<file path="config.mk">
export PLATFORM = sky130hd
export DESIGN_NAME = spd_front
export DESIGN_NICKNAME = d
export VERILOG_FILES = /design/src/design/spd_pkg.sv /design/src/design/spd_front.sv
export SDC_FILE = /design/constraint.sdc
export NUM_CORES = 1
export LEC_CHECK = 0
export BUFFER_PORTS_ARGS = -buffer_cell sky130_fd_sc_hd__buf_2
export CAP_MARGIN = 15
export CELL_PAD_IN_SITES_DETAIL_PLACEMENT = 1
export CELL_PAD_IN_SITES_GLOBAL_PLACEMENT = 2
export CORE_MARGIN = 5
export CORE_UTILIZATION = 28
export DETAILED_ROUTE_END_ITERATION = 7
export GPL_ROUTABILITY_DRIVEN = 0
export GPL_TIMING_DRIVEN = 0
export PLACE_DENSITY = 0.87
export SYNTH_ARGS = -nofsm -noshare
export SYNTH_HDL_FRONTEND = slang
export SYNTH_SLANG_ARGS = --single-unit
</file>
<file path="constraint.sdc">
create_clock -name aclk -period 7.65 [get_ports aclk]
set_clock_uncertainty 0.05 [all_clocks]
set_input_delay 0.765 -clock aclk [delete_from_list [all_inputs] [get_ports aclk]]
set_output_delay 0.765 -clock aclk [all_outputs]
set_load 0.005 [all_outputs]
</file>
<file path="src/design/spd_pkg.sv">
// Shared types, widths, register indexes and reset values of the segment pair detector.
// No dependencies.
package spd_pkg;

    // field widths
    localparam int COORD_BITS    = 16;
    localparam int OUT_BITS      = 16;
    localparam int RADIUS_BITS   = 16;
    localparam int LEN_BITS      = 14;

    // derived arithmetic widths
    localparam int DIFF_BITS     = COORD_BITS + 1;
    localparam int SQ_BITS       = 2 * COORD_BITS;
    localparam int SUM_SQ_BITS   = SQ_BITS + 1;
    localparam int BOUND_BITS    = LEN_BITS + 1;
    localparam int BOUND_SQ_BITS = 2 * BOUND_BITS;
    localparam int CMP_BITS      = (SUM_SQ_BITS > BOUND_SQ_BITS) ? SUM_SQ_BITS : BOUND_SQ_BITS;

    // configuration port
    localparam int CFG_INDEX_BITS = 3;
    localparam int CFG_DATA_BITS  = 16;

    localparam logic [CFG_INDEX_BITS-1:0] CFG_RADIUS_LOW     = 3'd0;
    localparam logic [CFG_INDEX_BITS-1:0] CFG_RADIUS_HIGH    = 3'd1;
    localparam logic [CFG_INDEX_BITS-1:0] CFG_SIDE_LENGTH    = 3'd2;
    localparam logic [CFG_INDEX_BITS-1:0] CFG_SIDE_TOLERANCE = 3'd3;
    localparam logic [CFG_INDEX_BITS-1:0] CFG_GAP_LENGTH     = 3'd4;
    localparam logic [CFG_INDEX_BITS-1:0] CFG_GAP_TOLERANCE  = 3'd5;

    localparam logic [RADIUS_BITS-1:0] RADIUS_LOW_RST     = 16'd1000;
    localparam logic [RADIUS_BITS-1:0] RADIUS_HIGH_RST    = 16'd3000;
    localparam logic [LEN_BITS-1:0]    SIDE_LENGTH_RST    = 14'd130;
    localparam logic [LEN_BITS-1:0]    SIDE_TOLERANCE_RST = 14'd30;
    localparam logic [LEN_BITS-1:0]    GAP_LENGTH_RST     = 14'd700;
    localparam logic [LEN_BITS-1:0]    GAP_TOLERANCE_RST  = 14'd500;

    // default depth of the queue between front and back
    localparam int QUEUE_DEPTH_DEF = 4;

    typedef struct packed {
        logic signed [COORD_BITS-1:0] start_x;
        logic signed [COORD_BITS-1:0] start_y;
        logic signed [COORD_BITS-1:0] end_x;
        logic signed [COORD_BITS-1:0] end_y;
        logic        [RADIUS_BITS-1:0] radius;
        logic                          last_in_scan;
    } spd_in_t;

    typedef struct packed {
        logic signed [OUT_BITS-1:0] first_mid_x;
        logic signed [OUT_BITS-1:0] first_mid_y;
        logic signed [OUT_BITS-1:0] second_mid_x;
        logic signed [OUT_BITS-1:0] second_mid_y;
    } spd_out_t;

    typedef struct packed {
        logic [RADIUS_BITS-1:0] radius_low;
        logic [RADIUS_BITS-1:0] radius_high;
        logic [LEN_BITS-1:0]    side_length;
        logic [LEN_BITS-1:0]    side_tolerance;
        logic [LEN_BITS-1:0]    gap_length;
        logic [LEN_BITS-1:0]    gap_tolerance;
    } spd_cfg_t;

    // one kept segment, already paired with the previous midpoint
    typedef struct packed {
        logic                         has_prev;
        logic signed [COORD_BITS-1:0] prev_mid_x;
        logic signed [COORD_BITS-1:0] prev_mid_y;
        logic signed [COORD_BITS-1:0] mid_x;
        logic signed [COORD_BITS-1:0] mid_y;
        logic signed [DIFF_BITS-1:0]  seg_dx;
        logic signed [DIFF_BITS-1:0]  seg_dy;
        logic signed [DIFF_BITS-1:0]  gap_dx;
        logic signed [DIFF_BITS-1:0]  gap_dy;
    } spd_entry_t;

endpackage

</file>
<file path="src/design/spd_front.sv">
// Front part: accepts segments, applies the radius window, forms midpoints and
// pairs each kept segment with the previous one. Depends on spd_pkg.
module spd_front (
    input  logic                aclk,
    input  logic                aresetn,
    input  logic                s_valid,
    output logic                s_ready,
    input  spd_pkg::spd_in_t    s_data,
    input  spd_pkg::spd_cfg_t   cfg,
    input  logic                q_full,
    output logic                q_push,
    output spd_pkg::spd_entry_t q_data
);
    import spd_pkg::*;

    logic                         accept;
    logic                         kept;
    logic signed [DIFF_BITS-1:0]  sum_x, sum_y;
    logic signed [COORD_BITS-1:0] mid_x, mid_y;

    logic                         have_prev_reg, have_prev_next;
    logic signed [COORD_BITS-1:0] prev_mid_x_reg, prev_mid_x_next;
    logic signed [COORD_BITS-1:0] prev_mid_y_reg, prev_mid_y_next;

    assign s_ready = !q_full;
    assign accept  = s_valid && !q_full;

    // radius window, both bounds exclusive
    assign kept = (s_data.radius > cfg.radius_low) && (s_data.radius < cfg.radius_high);

    // midpoint = floor of half the sum
    assign sum_x = DIFF_BITS'(s_data.start_x) + DIFF_BITS'(s_data.end_x);
    assign sum_y = DIFF_BITS'(s_data.start_y) + DIFF_BITS'(s_data.end_y);
    assign mid_x = sum_x[DIFF_BITS-1:1];
    assign mid_y = sum_y[DIFF_BITS-1:1];

    // queue entry
    always_comb begin
        q_data.has_prev   = have_prev_reg;
        q_data.prev_mid_x = prev_mid_x_reg;
        q_data.prev_mid_y = prev_mid_y_reg;
        q_data.mid_x      = mid_x;
        q_data.mid_y      = mid_y;
        q_data.seg_dx     = DIFF_BITS'(s_data.end_x) - DIFF_BITS'(s_data.start_x);
        q_data.seg_dy     = DIFF_BITS'(s_data.end_y) - DIFF_BITS'(s_data.start_y);
        q_data.gap_dx     = DIFF_BITS'(mid_x) - DIFF_BITS'(prev_mid_x_reg);
        q_data.gap_dy     = DIFF_BITS'(mid_y) - DIFF_BITS'(prev_mid_y_reg);
    end

    assign q_push = accept && kept;

    // pairing state: last kept midpoint of this scan, cleared at end of scan
    always_comb begin
        have_prev_next  = have_prev_reg;
        prev_mid_x_next = prev_mid_x_reg;
        prev_mid_y_next = prev_mid_y_reg;
        if (accept) begin
            if (s_data.last_in_scan) begin
                have_prev_next  = 1'b0;
                prev_mid_x_next = '0;
                prev_mid_y_next = '0;
            end else if (kept) begin
                have_prev_next  = 1'b1;
                prev_mid_x_next = mid_x;
                prev_mid_y_next = mid_y;
            end
        end
    end

    always_ff @(posedge aclk) begin
        if (!aresetn) begin
            have_prev_reg  <= 1'b0;
            prev_mid_x_reg <= '0;
            prev_mid_y_reg <= '0;
        end else begin
            have_prev_reg  <= have_prev_next;
            prev_mid_x_reg <= prev_mid_x_next;
            prev_mid_y_reg <= prev_mid_y_next;
        end
    end

endmodule

</file>
==> results of run 1 <==
-- worst register-to-register path: stages (launching register included) --
cell and delay [ns]:
sky130_fd_sc_hd__dfxtp_1 0.36, sky130_fd_sc_hd__and4_1 0.18, sky130_fd_sc_hd__a311o_1 0.31
-- per-layer routing --
layer  track usage [%]  up-vias  share of wire [%]
li1                  -     3905                  -
met1              21.7     3668                 45
met2              33.0      147                 51
met3              2.11       12                3.5
met4              2.45        0               0.92
met5                 0        -                  0
-- synthesized netlist by cell type, types with 4 or more instances --
library cell	n	area share, %
sky130_fd_sc_hd__a31oi_1	11	1.0
sky130_fd_sc_hd__a32oi_1	20	2.5
sky130_fd_sc_hd__nor2b_1	16	1.5
sky130_fd_sc_hd__nor3_1	30	2.2
sky130_fd_sc_hd__o21a_1	11	1.2
sky130_fd_sc_hd__nor3b_1	7	0.76
sky130_fd_sc_hd__a21o_1	13	1.4
sky130_fd_sc_hd__fa_1	6	1.7
sky130_fd_sc_hd__nand4b_1	8	1.0
sky130_fd_sc_hd__o21bai_1	9	0.98
sky130_fd_sc_hd__nand3b_1	7	0.76
sky130_fd_sc_hd__o22ai_1	4	0.36
sky130_fd_sc_hd__buf_2	6	0.44
sky130_fd_sc_hd__nand2_1	35	1.9
sky130_fd_sc_hd__a311oi_1	6	0.76
sky130_fd_sc_hd__nor2_1	82	4.5
sky130_fd_sc_hd__or3_1	16	1.5
sky130_fd_sc_hd__ha_1	127	23
sky130_fd_sc_hd__and3_1	16	1.5
sky130_fd_sc_hd__or2_2	8	0.73
sky130_fd_sc_hd__inv_1	148	8.1
sky130_fd_sc_hd__xnor2_1	58	7.4
sky130_fd_sc_hd__a21oi_1	71	5.2
sky130_fd_sc_hd__o41ai_1	4	0.51
sky130_fd_sc_hd__nand4_1	17	1.5
sky130_fd_sc_hd__o31ai_1	7	0.76
sky130_fd_sc_hd__o21ai_0	28	2.0
sky130_fd_sc_hd__a2111oi_0	5	0.64
sky130_fd_sc_hd__o211ai_1	13	1.4
sky130_fd_sc_hd__a211oi_1	5	0.55
sky130_fd_sc_hd__dfxtp_1	33	9.6
sky130_fd_sc_hd__nand3_1	28	2.0
sky130_fd_sc_hd__xor2_1	11	1.4
sky130_fd_sc_hd__clkbuf_1	32	1.7
sky130_fd_sc_hd__nand2b_1	9	0.82
-- area by class of cell --
| class | instances | area, sq um |
|---|---|---|
| buffer | 40 | 161 |
| clock buffer | 8 | 136 |
| fill | 3168 | 15600 |
| inverter | 150 | 563 |
| multi-input combinational | 735 | 5500 |
| sequential | 33 | 661 |
| tap | 324 | 405 |
| timing repair buffer | 250 | 1250 |
-- worst paths after layout --
check / startpoint / to / slack [ns] / cells after the start
worst max-delay path: s_data[33] / q_data[31] / 1.64 / 16
worst min-delay path: prev_mid_x_reg[15] / prev_mid_x_reg[15] / 0.43 / 2
worst max register to register: prev_mid_y_reg[14] / prev_mid_y_reg[14] / 6.65 / 2
worst min register to register: prev_mid_x_reg[15] / prev_mid_x_reg[15] / 0.43 / 2
-- cells by family after synthesis --
logic type / synth area share, %
simple gates: 21.9
xor+xnor: 8.78
compound gates: 24.2
buf+inv: 10.5
mux: 0.145
flops: 9.60
fa+ha+maj: 24.8
-- where the power goes --
part / total [W] / switching [W] / internal, W / leakage (nW)
combinational: 0.000936 / 0.000531 / 0.000405 / 3.98
clock: 0.000193 / 0.0000720 / 0.000121 / 0.0652
sequential: 0.000178 / 0.00000284 / 0.000175 / 0.266
-- through the flow --
| stage | instances | hold slack, ns |
|---|---|---|
| 2_1_floorplan | 958 | 0.423 |
| 3_3_place_gp | 1532 | 0.423 |
| 3_5_place_dp | 1532 | 0.432 |
| 4_1_cts | 1540 | 0.440 |
| 5_1_grt | 1540 | 0.480 |
| 6_report | 1540 | 0.433 |
==> results.rst, run 1 <==
.. list-table::
   :header-rows: 1

   * - Metric
     - Value
   * - Outcome
     - finished clean
   * - Layout net count
     - 1,521
   * - Arrival time of the worst setup path
     - 5.20 ns
   * - Crit path launch type
     - input port
   * - Number of placed I/O pins
     - 308
   * - Number of nets with antenna violations after routing
     - 0
   * - Crit path largest cell delay
     - 0.69 ns
   * - Worst vdd rail ir drop
     - 0.0632 mV
   * - Die Wd
     - 167 um
   * - Area Overhead vs Synth
     - 26.0%
   * - Final routed wire length divided by cell count
     - 16.3 um
   * - Crit path buf inv count
     - 2
   * - Final Hold Viols
     - 0
   * - Maximum frequency from static timing analysis
     - 166 MHz
   * - Predominant post-synthesis flop cell
     - sky130_fd_sc_hd__dfxtp_1
   * - Sequential share of the synthesized area
     - 9.60%
   * - Startpoint-to-endpoint class of the critical path
     - input port to output pin
   * - Cell with the biggest individual delay on the critical path
     - sky130_fd_sc_hd__o41ai_1
   * - Cell Area, Synth
     - 6880 sq um
   * - Critical-path cell list
     - buf_2 -> ha_1 -> fa_1 -> nor2b_1 -> o311a_1 -> o41ai_1 -> o221ai_1 -> xnor2_1 -> ha_1 -> and3_1 -> a21oi_1 -> o21ai_0 -> o41ai_1 -> o21ai_0 -> xnor2_1 -> buf_2
   * - Relative slew slack
     - 19.8%
   * - Post-route fraction of the period consumed by the critical path
     - 78.6%
   * - Number of CTS-inserted buffers
     - 5
   * - Final cell utilization of the core
     - 35.8%
   * - Area of all placed cells without fillers
     - 8680 sq um
   * - Wire length of the first global-routing pass
     - 41.1 mm
   * - Maximum number of pins on one net before global-route repair
     - 11
   * - Power Dens Cells
     - 151 nW/um^2
   * - Final WL
     - 25.2 mm
   * - Time the final worst path needs with I/O delays and setup
     - 6.01 ns
   * - Final critical-path setup slack
     - 1.64 ns
   * - Category of the worst setup path capture point
     - output pin
   * - Worst setup slack before clock tree synthesis
     - 1.53 ns
   * - HPWL after detailed placement
     - 22.0 mm
   * - Overall power
     - 0.00131 W
   * - Area of the die
     - 27,800 sq um
   * - Detailed router's first-iteration violation count
     - 257
   * - Total negative slack for setup checks
     - 0 ns
   * - Postcts setup bufs
     - 0
   * - Number of global-route vias before repair
     - 8,189
   * - Final routed DRC violation total
     - 0
   * - Initial core utilization
     - 28.4%
   * - Measured slew at the worst slew-check pin
     - 1.19 ns
   * - TritonCTS clock tree
     - done
   * - Setup repair after global routing missed its margin
     - no
   * - Final Max Tran Viols
     - 0
   * - PostCTS Resize Cnt
     - 0
   * - Vias per cell
     - 5.02
   * - Buffers from clock root to sink, at most
     - 2
   * - Cell area after placement
     - 8540 sq um
   * - Count of mapped cells out of synthesis
     - 958
   * - H-tree levels
     - 2
   * - Total clock sinks
     - 33
   * - Fraction of layout cells with a size suffix above 1
     - 22.5%
   * - Root cell of the clock tree
     - sky130_fd_sc_hd__clkbuf_16
   * - Gr ovfl total
     - 0
   * - Number of max-cap violations
     - 0
   * - Number of standard-cell rows in the floorplan
     - 57
   * - Final antenna diode count
     - 0
   * - Routed via count
     - 7,732
   * - Top library cells by usage in the layout, fill and taps aside
     - 256 x sky130_fd_sc_hd__buf_2, 148 x sky130_fd_sc_hd__inv_1, 127 x sky130_fd_sc_hd__ha_1, 82 x sky130_fd_sc_hd__nor2_1, 71 x sky130_fd_sc_hd__a21oi_1
   * - Share of synthesized registers carrying an async set or reset
     - 0%
   * - Vertical die dimension
     - 167 um
   * - Leakage power figure
     - 4.32 nW
   * - Min-delay worst type
     - flip-flop to flip-flop
   * - Floorplan core area
     - 24,200 sq um
   * - Worst-Skew Late Latency
     - 0.27 ns
   * - CP max FO
     - 5
   * - Iteration count of the initial detailed-routing pass
     - 4
   * - Overall track demand over capacity in global routing
     - 17.5%
   * - Number of antenna violations at the first check in global routing
     - 0
   * - Number of buffers inserted by port buffering
     - 250
   * - YS warnings
     - 0
   * - Hold-fix buffers, CTS
     - 0
   * - Required arrival time at the worst endpoint
     - 6.84 ns
   * - Count of flip-flops with a built-in enable after synthesis
     - 0
   * - Number of nets in the synthesized netlist
     - 1,264
   * - Count of final setup violators
     - 0
   * - Unique masters post-synth
     - 65
   * - Clock transition at the register clock pins on the worst setup and hold paths after CTS
     - 0.05 ns
   * - Crit-path leading delay family
     - compound AO/OA/AOI/OAI gates
   * - Most common cell after layout, fill and taps aside
     - sky130_fd_sc_hd__buf_2
   * - Post-synthesis register bit count
     - 33
   * - Syn avg cell area
     - 7.18 sq um
(Power assumes the default switching activity.)
==> run 2: changes to the inputs <==
Settings changed: ABC_AREA set to 1, CORE_UTILIZATION 28 to 22, PLACE_DENSITY 0.87 to 0.75.
Clock period 7.65 ns to 5.5 ns, I/O delays scaled along.
==> results.rst, run 2 <==
.. list-table::
   :header-rows: 1

   * - Metric
     - Value
   * - Outcome
     - finished clean
   * - Number of nets in the synthesized netlist
     - 1,548
   * - Routed via count
     - 8,580
   * - Cell Area, Synth
     - 7560 sq um
   * - Maximum number of pins on one net before global-route repair
     - 11
   * - Number of standard-cell rows in the floorplan
     - 68
   * - Total stage count of the critical path
     - 18
   * - Final Max Tran Viols
     - 0
   * - Top layer in use
     - met4
   * - Time the final worst path needs with I/O delays and setup
     - 4.27 ns
   * - HPWL after detailed placement
     - 27.2 mm
   * - Hold-fix buffers, CTS
     - 0
   * - Sequential share of the synthesized area
     - 8.73%
   * - Vias per cell
     - 4.39
   * - Crit path largest cell delay
     - 0.39 ns
   * - Clock transition at the register clock pins on the worst setup and hold paths after CTS
     - 0.05 ns
   * - Top library cells by usage in the layout, fill and taps aside
     - 266 x sky130_fd_sc_hd__buf_2, 256 x sky130_fd_sc_hd__nand2_1, 238 x sky130_fd_sc_hd__inv_1, 127 x sky130_fd_sc_hd__ha_1, 117 x sky130_fd_sc_hd__nand3_1
   * - Most common cell after layout, fill and taps aside
     - sky130_fd_sc_hd__buf_2
   * - Power Dens Cells
     - 199 nW/um^2
   * - Number of placed I/O pins
     - 308
   * - Most frequent cell after synthesis
     - sky130_fd_sc_hd__nand2_1
   * - Overall track demand over capacity in global routing
     - 15.5%
   * - Library cell occupying the most area in the post-synthesis netlist
     - sky130_fd_sc_hd__ha_1
   * - Worst reg2reg path depth
     - 2
   * - Number of buffers inserted by port buffering
     - 250
   * - Critical-path cell list
     - buf_2 -> ha_1 -> inv_1 -> fa_1 -> inv_1 -> nand2_1 -> nand2_1 -> nand2_1 -> nand2_2 -> xor2_1 -> ha_1 -> nand2_1 -> nor2_1 -> nand3_1 -> nand4_1 -> a21oi_1 -> xor2_1 -> buf_2
   * - Crit-path leading delay family
     - adder cells
   * - Cell with the biggest individual delay on the critical path
     - sky130_fd_sc_hd__fa_1
   * - Multi-input gate area in the final layout
     - 5710 sq um
   * - Maximum frequency from static timing analysis
     - 234 MHz
   * - Final critical-path setup slack
     - 1.23 ns
   * - Root cell of the clock tree
     - sky130_fd_sc_hd__clkbuf_16
   * - Met2 wirelength from detailed routing
     - 13.8 mm
   * - Startpoint-to-endpoint class of the critical path
     - input port to output pin
   * - Count of mapped cells out of synthesis
     - 1,242
   * - Postcts setup bufs
     - 0
   * - Predominant post-synthesis flop cell
     - sky130_fd_sc_hd__dfxtp_1
   * - Final WL
     - 30.5 mm
   * - Detailed router's first-iteration violation count
     - 234
   * - YS warnings
     - 0
   * - Setup repair after global routing missed its margin
     - no
   * - Final routed DRC violation total
     - 0
   * - Count of final setup violators
     - 0
   * - Min-delay worst type
     - flip-flop to flip-flop
   * - TritonCTS clock tree
     - done
   * - Buffers from clock root to sink, at most
     - 2
   * - Floorplan core area
     - 34,200 sq um
   * - Number of antenna violations at the first check in global routing
     - 0
   * - Sum of routed wire segments on met1
     - 14.7 mm
   * - Endpoint of the most critical setup path
     - q_data[13]
   * - Leakage power figure
     - 5.37 nW
   * - CP startpoint
     - s_data[49]
   * - Share of synthesized registers carrying an async set or reset
     - 0%
   * - Crit path launch type
     - input port
   * - Post-route fraction of the period consumed by the critical path
     - 77.5%
   * - Gr ovfl total
     - 0
   * - Final routed wire length divided by cell count
     - 15.6 um
   * - Measured slew at the worst slew-check pin
     - 0.649 ns
   * - Number of max-cap violations
     - 0
   * - Register cell area after layout
     - 661 sq um
   * - Area of the die
     - 38,200 sq um
   * - Unique masters post-synth
     - 43
   * - Total clock sinks
     - 33
   * - Required arrival time at the worst endpoint
     - 4.90 ns
   * - Cell seen most often among critical-path stages
     - sky130_fd_sc_hd__nand2_1
   * - Count of flip-flops with a built-in enable after synthesis
     - 0
   * - Reg2Reg Launch Point
     - prev_mid_x_reg[0]
   * - Top area cells in the synthesized netlist
     - sky130_fd_sc_hd__ha_1 21%, sky130_fd_sc_hd__nand2_1 13%, sky130_fd_sc_hd__inv_1 12%, sky130_fd_sc_hd__dfxtp_1 8.7%, sky130_fd_sc_hd__nand3_1 7.7%
   * - H-tree levels
     - 2
   * - Relative slew slack
     - 56.4%
   * - Syn avg cell area
     - 6.09 sq um
   * - Routed wl met3
     - 1.83 mm
   * - Worst-case register-to-register setup slack
     - 4.71 ns
   * - Arrival time of the worst setup path
     - 3.67 ns
   * - Reg-to-Reg End
     - prev_mid_x_reg[0]
   * - Worst-Skew Late Latency
     - 0.27 ns
   * - Wire length of the first global-routing pass
     - 48.8 mm
   * - Most instantiated cells after synthesis
     - 256 x sky130_fd_sc_hd__nand2_1, 238 x sky130_fd_sc_hd__inv_1, 127 x sky130_fd_sc_hd__ha_1
   * - Post-synthesis register bit count
     - 33
   * - Iteration count of the initial detailed-routing pass
     - 4
   * - Crit path buf inv count
     - 4
   * - Fraction of layout cells with a size suffix above 1
     - 22.9%
   * - Worst vdd rail ir drop
     - 0.122 mV
   * - Category of the worst setup path capture point
     - output pin
   * - Die Wd
     - 195 um
   * - Number of nets with antenna violations after routing
     - 0
   * - Final Hold Viols
     - 0
   * - CP max FO
     - 5
   * - Fillcell total
     - 4,602
   * - Worst setup slack before clock tree synthesis
     - 1.14 ns
   * - Total negative slack for setup checks
     - 0 ns
   * - PostCTS Resize Cnt
     - 0
   * - Number of CTS-inserted buffers
     - 5
   * - Share of the synthesized area in the top cell type
     - 21.0%
   * - Final antenna diode count
     - 0
   * - Vertical die dimension
     - 195 um
   * - Area Overhead vs Synth
     - 26.4%
   * - Layout net count
     - 1,805
   * - Initial core utilization
     - 22.1%
   * - Number of global-route vias before repair
     - 9,102
## run 2: how the worst min path moves through the flow
stage,startpoint,endpoint,slack [ns],cells past startpoint
floorplan,have_prev_reg,have_prev_reg,0.38,2
global placement,have_prev_reg,have_prev_reg,0.38,2
detailed placement,have_prev_reg,have_prev_reg,0.40,2
CTS,have_prev_reg,have_prev_reg,0.41,2
global route,have_prev_reg,have_prev_reg,0.44,2
finish,have_prev_reg,have_prev_reg,0.40,2
## run 2: layout make-up
cell class	instances	share of cell area, %
buffer	34	2.09
inverter	263	10.4
clock buffer	7	1.49
tap	455	5.96
sequential	33	6.91
multi-input combinational	912	59.8
clock inverter	1	0.314
timing repair buffer	250	13.1
## run 2: per-layer routing
layer	track usage (%)	up-vias
li1	-	4458
met2	26.4	167
met3	3.45	10
met4	1.14	0
met1	20.9	3945
met5	0	-
## run 2: worst reg2reg max path, cell delays in order, from the launching register on
cell and delay, ns:
sky130_fd_sc_hd__dfxtp_1 0.43, sky130_fd_sc_hd__nand3_1 0.10, sky130_fd_sc_hd__a21oi_1 0.15
## run 2: where the power goes
part           internal (W)  switching [W]  leakage, nW
logic              0.000504       0.000813         5.02
registers          0.000245     0.00000502        0.266
clock network      0.000226       0.000106       0.0841
## run 2: kinds of logic (layout without fill, tap and decap cells)
logic type               after synthesis  after routing  share of synthesized area, %
AND/OR/NAND/NOR                      508            508                          29.9
buffers and inverters                297            555                          15.7
AO/OA/AOI/OAI                        203            203                          15.2
adder cells (fa/ha/maj)              133            133                          22.6
XOR/XNOR                              68             68                          7.87
flip-flops                            33             33                          8.73
## run 2: per-stage QoR
stage / instance area, sq um / total power (W) / hold slack (ns) / util (%) / cells
2_1_floorplan: 7560 / 0.00104 / 0.376 / - / 1242
3_3_place_gp: 9380 / 0.00158 / 0.384 / 27.4 / 1947
3_5_place_dp: 9380 / 0.00160 / 0.401 / 27.4 / 1947
4_1_cts: 9560 / 0.00194 / 0.409 / 27.9 / 1955
5_1_grt: 9560 / 0.00210 / 0.439 / 27.9 / 1955
6_report: 9560 / 0.00190 / 0.403 / 27.9 / 1955
==> run 3: changes to the inputs <==
Settings changed: CORE_UTILIZATION 22 to 25, PLACE_DENSITY 0.75 to 0.8.
Clock period 5.5 ns to 4.3 ns, I/O delays scaled along.
==> results.rst, run 3 (synthesis gave the netlist of run 2 again) <==
.. list-table::
   :header-rows: 1

   * - Metric
     - Value
   * - Cells on Worst Hold Path
     - 3
   * - Routed via count
     - 8,610
   * - Internal power
     - 0.00119 W
   * - Top library cells by usage in the layout, fill and taps aside
     - 266 x sky130_fd_sc_hd__buf_2, 256 x sky130_fd_sc_hd__nand2_1, 238 x sky130_fd_sc_hd__inv_1, 127 x sky130_fd_sc_hd__ha_1, 117 x sky130_fd_sc_hd__nand3_1
   * - Area of the die
     - 33,800 sq um
   * - Vertical die dimension
     - 184 um
   * - Cell seen most often among critical-path stages
     - sky130_fd_sc_hd__nand2_1
   * - Required arrival time at the worst endpoint
     - 3.82 ns
   * - Number of global-route vias before repair
     - 9,110
   * - Clk pwr share
     - 14.9%
   * - Gr ovfl total
     - 0
   * - Crit path buf inv count
     - 2
   * - Share of total power consumed by net switching
     - 49.4%
   * - Most common cell after layout, fill and taps aside
     - sky130_fd_sc_hd__buf_2
   * - Hold-fix buffers, CTS
     - 0
   * - Crit path launch type
     - input port
   * - Crit path largest cell delay
     - 0.45 ns
   * - Setup repair after global routing missed its margin
     - no
   * - Reg-to-Reg End
     - prev_mid_x_reg[0]
   * - Min-delay worst type
     - input port to flip-flop
   * - Number of nets with antenna violations after routing
     - 0
   * - Switch Pwr
     - 0.00116 W
   * - HPWL after detailed placement
     - 26.2 mm
   * - Post-route fraction of the period consumed by the critical path
     - 93.9%
   * - Total negative slack for setup checks
     - 0 ns
   * - Fraction of layout cells with a size suffix above 1
     - 23.2%
   * - Initial core utilization
     - 25.5%
   * - CP startpoint
     - s_data[33]
   * - H-tree levels
     - 2
   * - Floorplan core area
     - 29,700 sq um
   * - Clock transition at the register clock pins on the worst setup and hold paths after CTS
     - 0.05 ns
   * - Worst reg2reg path depth
     - 2
   * - Final critical-path setup slack
     - 0.261 ns
   * - Part of the power in registers
     - 13.6%
   * - Die Wd
     - 184 um
   * - Worst-case register-to-register setup slack
     - 3.51 ns
   * - Worst setup slack before clock tree synthesis
     - 0.182 ns
   * - Worst-Skew Late Latency
     - 0.27 ns
   * - Final Max Tran Viols
     - 0
   * - Final routed wire length divided by cell count
     - 15.6 um
   * - Overall track demand over capacity in global routing
     - 16.9%
   * - Worst vdd rail ir drop
     - 0.137 mV
   * - Count of final setup violators
     - 0
   * - Reg2Reg Launch Point
     - prev_mid_x_reg[0]
   * - Time the final worst path needs with I/O delays and setup
     - 4.04 ns
   * - Critical-path cell list
     - buf_2 -> ha_1 -> fa_1 -> nand2_1 -> nand2_1 -> and2_1 -> nand2_1 -> nand2_1 -> xor2_1 -> ha_1 -> a21oi_1 -> o21ai_0 -> nand2_1 -> nand4_1 -> a21oi_1 -> xor2_1 -> buf_2
   * - Area Overhead vs Synth
     - 25.3%
   * - Total clock sinks
     - 33
   * - Wire length of the first global-routing pass
     - 46.7 mm
   * - Buffers from clock root to sink, at most
     - 2
   * - Critical hold path startpoint
     - aresetn
   * - Power Dens Cells
     - 248 nW/um^2
   * - Iteration count of the initial detailed-routing pass
     - 4
   * - Layout net count
     - 1,806
   * - Maximum frequency from static timing analysis
     - 248 MHz
   * - Crit-path leading delay family
     - adder cells
   * - Final antenna diode count
     - 0
   * - Maximum number of pins on one net before global-route repair
     - 11
   * - Measured slew at the worst slew-check pin
     - 0.626 ns
   * - Final WL
     - 29.5 mm
   * - Final routed DRC violation total
     - 0
   * - Endpoint, Worst Hold
     - have_prev_reg
   * - Number of max-cap violations
     - 0
   * - Cell with the biggest individual delay on the critical path
     - sky130_fd_sc_hd__fa_1
   * - Category of the worst setup path capture point
     - output pin
   * - Vias per cell
     - 4.56
   * - Number of buffers inserted by port buffering
     - 250
   * - Relative slew slack
     - 58.3%
   * - Fraction of power consumed by combinational cells
     - 71.5%
   * - Startpoint-to-endpoint class of the critical path
     - input port to output pin
   * - Outcome
     - finished clean
   * - Number of antenna violations at the first check in global routing
     - 0
   * - Root cell of the clock tree
     - sky130_fd_sc_hd__clkbuf_16
   * - Number of CTS-inserted buffers
     - 5
   * - Detailed router's first-iteration violation count
     - 303
   * - CP max FO
     - 4
   * - Leakage power figure
     - 5.36 nW
   * - Number of standard-cell rows in the floorplan
     - 63
   * - Arrival time of the worst setup path
     - 3.56 ns
   * - Number of placed I/O pins
     - 308
   * - Final Hold Viols
     - 0
   * - TritonCTS clock tree
     - done
run 3: per-layer routing:
layer	part of all wire, %	track usage, %
met2	46	29.3
met1	47	22.3
met4	0.77	1.86
met3	6.6	3.34
met5	0	0
run 3: tightest hold or removal path: cells and delay by family:
| family | cells | cell delay (ns) |
|---|---|---|
| buf+inv | 1 | 0.11 |
| compound gates | 1 | 0.03 |
| simple gates | 1 | 0.06 |
run 3: repair_timing:
item / 4_1_cts / 5_1_grt
gates resized for setup: 0 / 4
setup buffers: 0 / 1
endpoints found under the setup margin: 0 / 2
run 3: cell type report:
class,instances,area (sq um)
flip-flops and latches,33,661
plain buffers,34,200
multi-input cells,912,5740
clock buffers,7,143
inverters,263,990
fillers,4000,20200
repair buffers,251,1260
well taps,390,488
run 3: worst max path at each step:
stage	to	slack, ns	cells past startpoint
6_report	q_data[33]	0.26	17
5_1_grt	q_data[30]	0.004	21
4_1_cts	q_data[13]	0.17	18
3_5_place_dp	q_data[13]	0.18	18
3_3_place_gp	q_data[13]	0.24	18
2_1_floorplan	q_data[31]	0.99	15
run 3: stage by stage:
| stage | instances | hold slack [ns] | area, sq um | util (%) | total power [W] |
|---|---|---|---|---|---|
| final | 1890 | 0.355 | 9480 | 31.9 | 0.00235 |
| after global routing | 1890 | 0.369 | 9480 | 31.9 | 0.00261 |
| after CTS | 1889 | 0.348 | 9450 | 31.8 | 0.00239 |
| after detailed placement | 1882 | 0.389 | 9300 | 31.3 | 0.00202 |
| after global placement | 1882 | 0.388 | 9300 | 31.3 | 0.00200 |
| after floorplan | 1242 | 0.376 | 7560 | - | 0.00133 |
run 3: power by group through the flow:
stage | clock network [W] | registers [W] | logic [W]
CTS | 0.000364 | 0.000319 | 0.00171
detailed placement | 0 | 0.000326 | 0.00170
floorplan | 0 | 0.000325 | 0.00100
finish | 0.000350 | 0.000319 | 0.00168
global route | 0.000380 | 0.000320 | 0.00191
global placement | 0 | 0.000326 | 0.00167
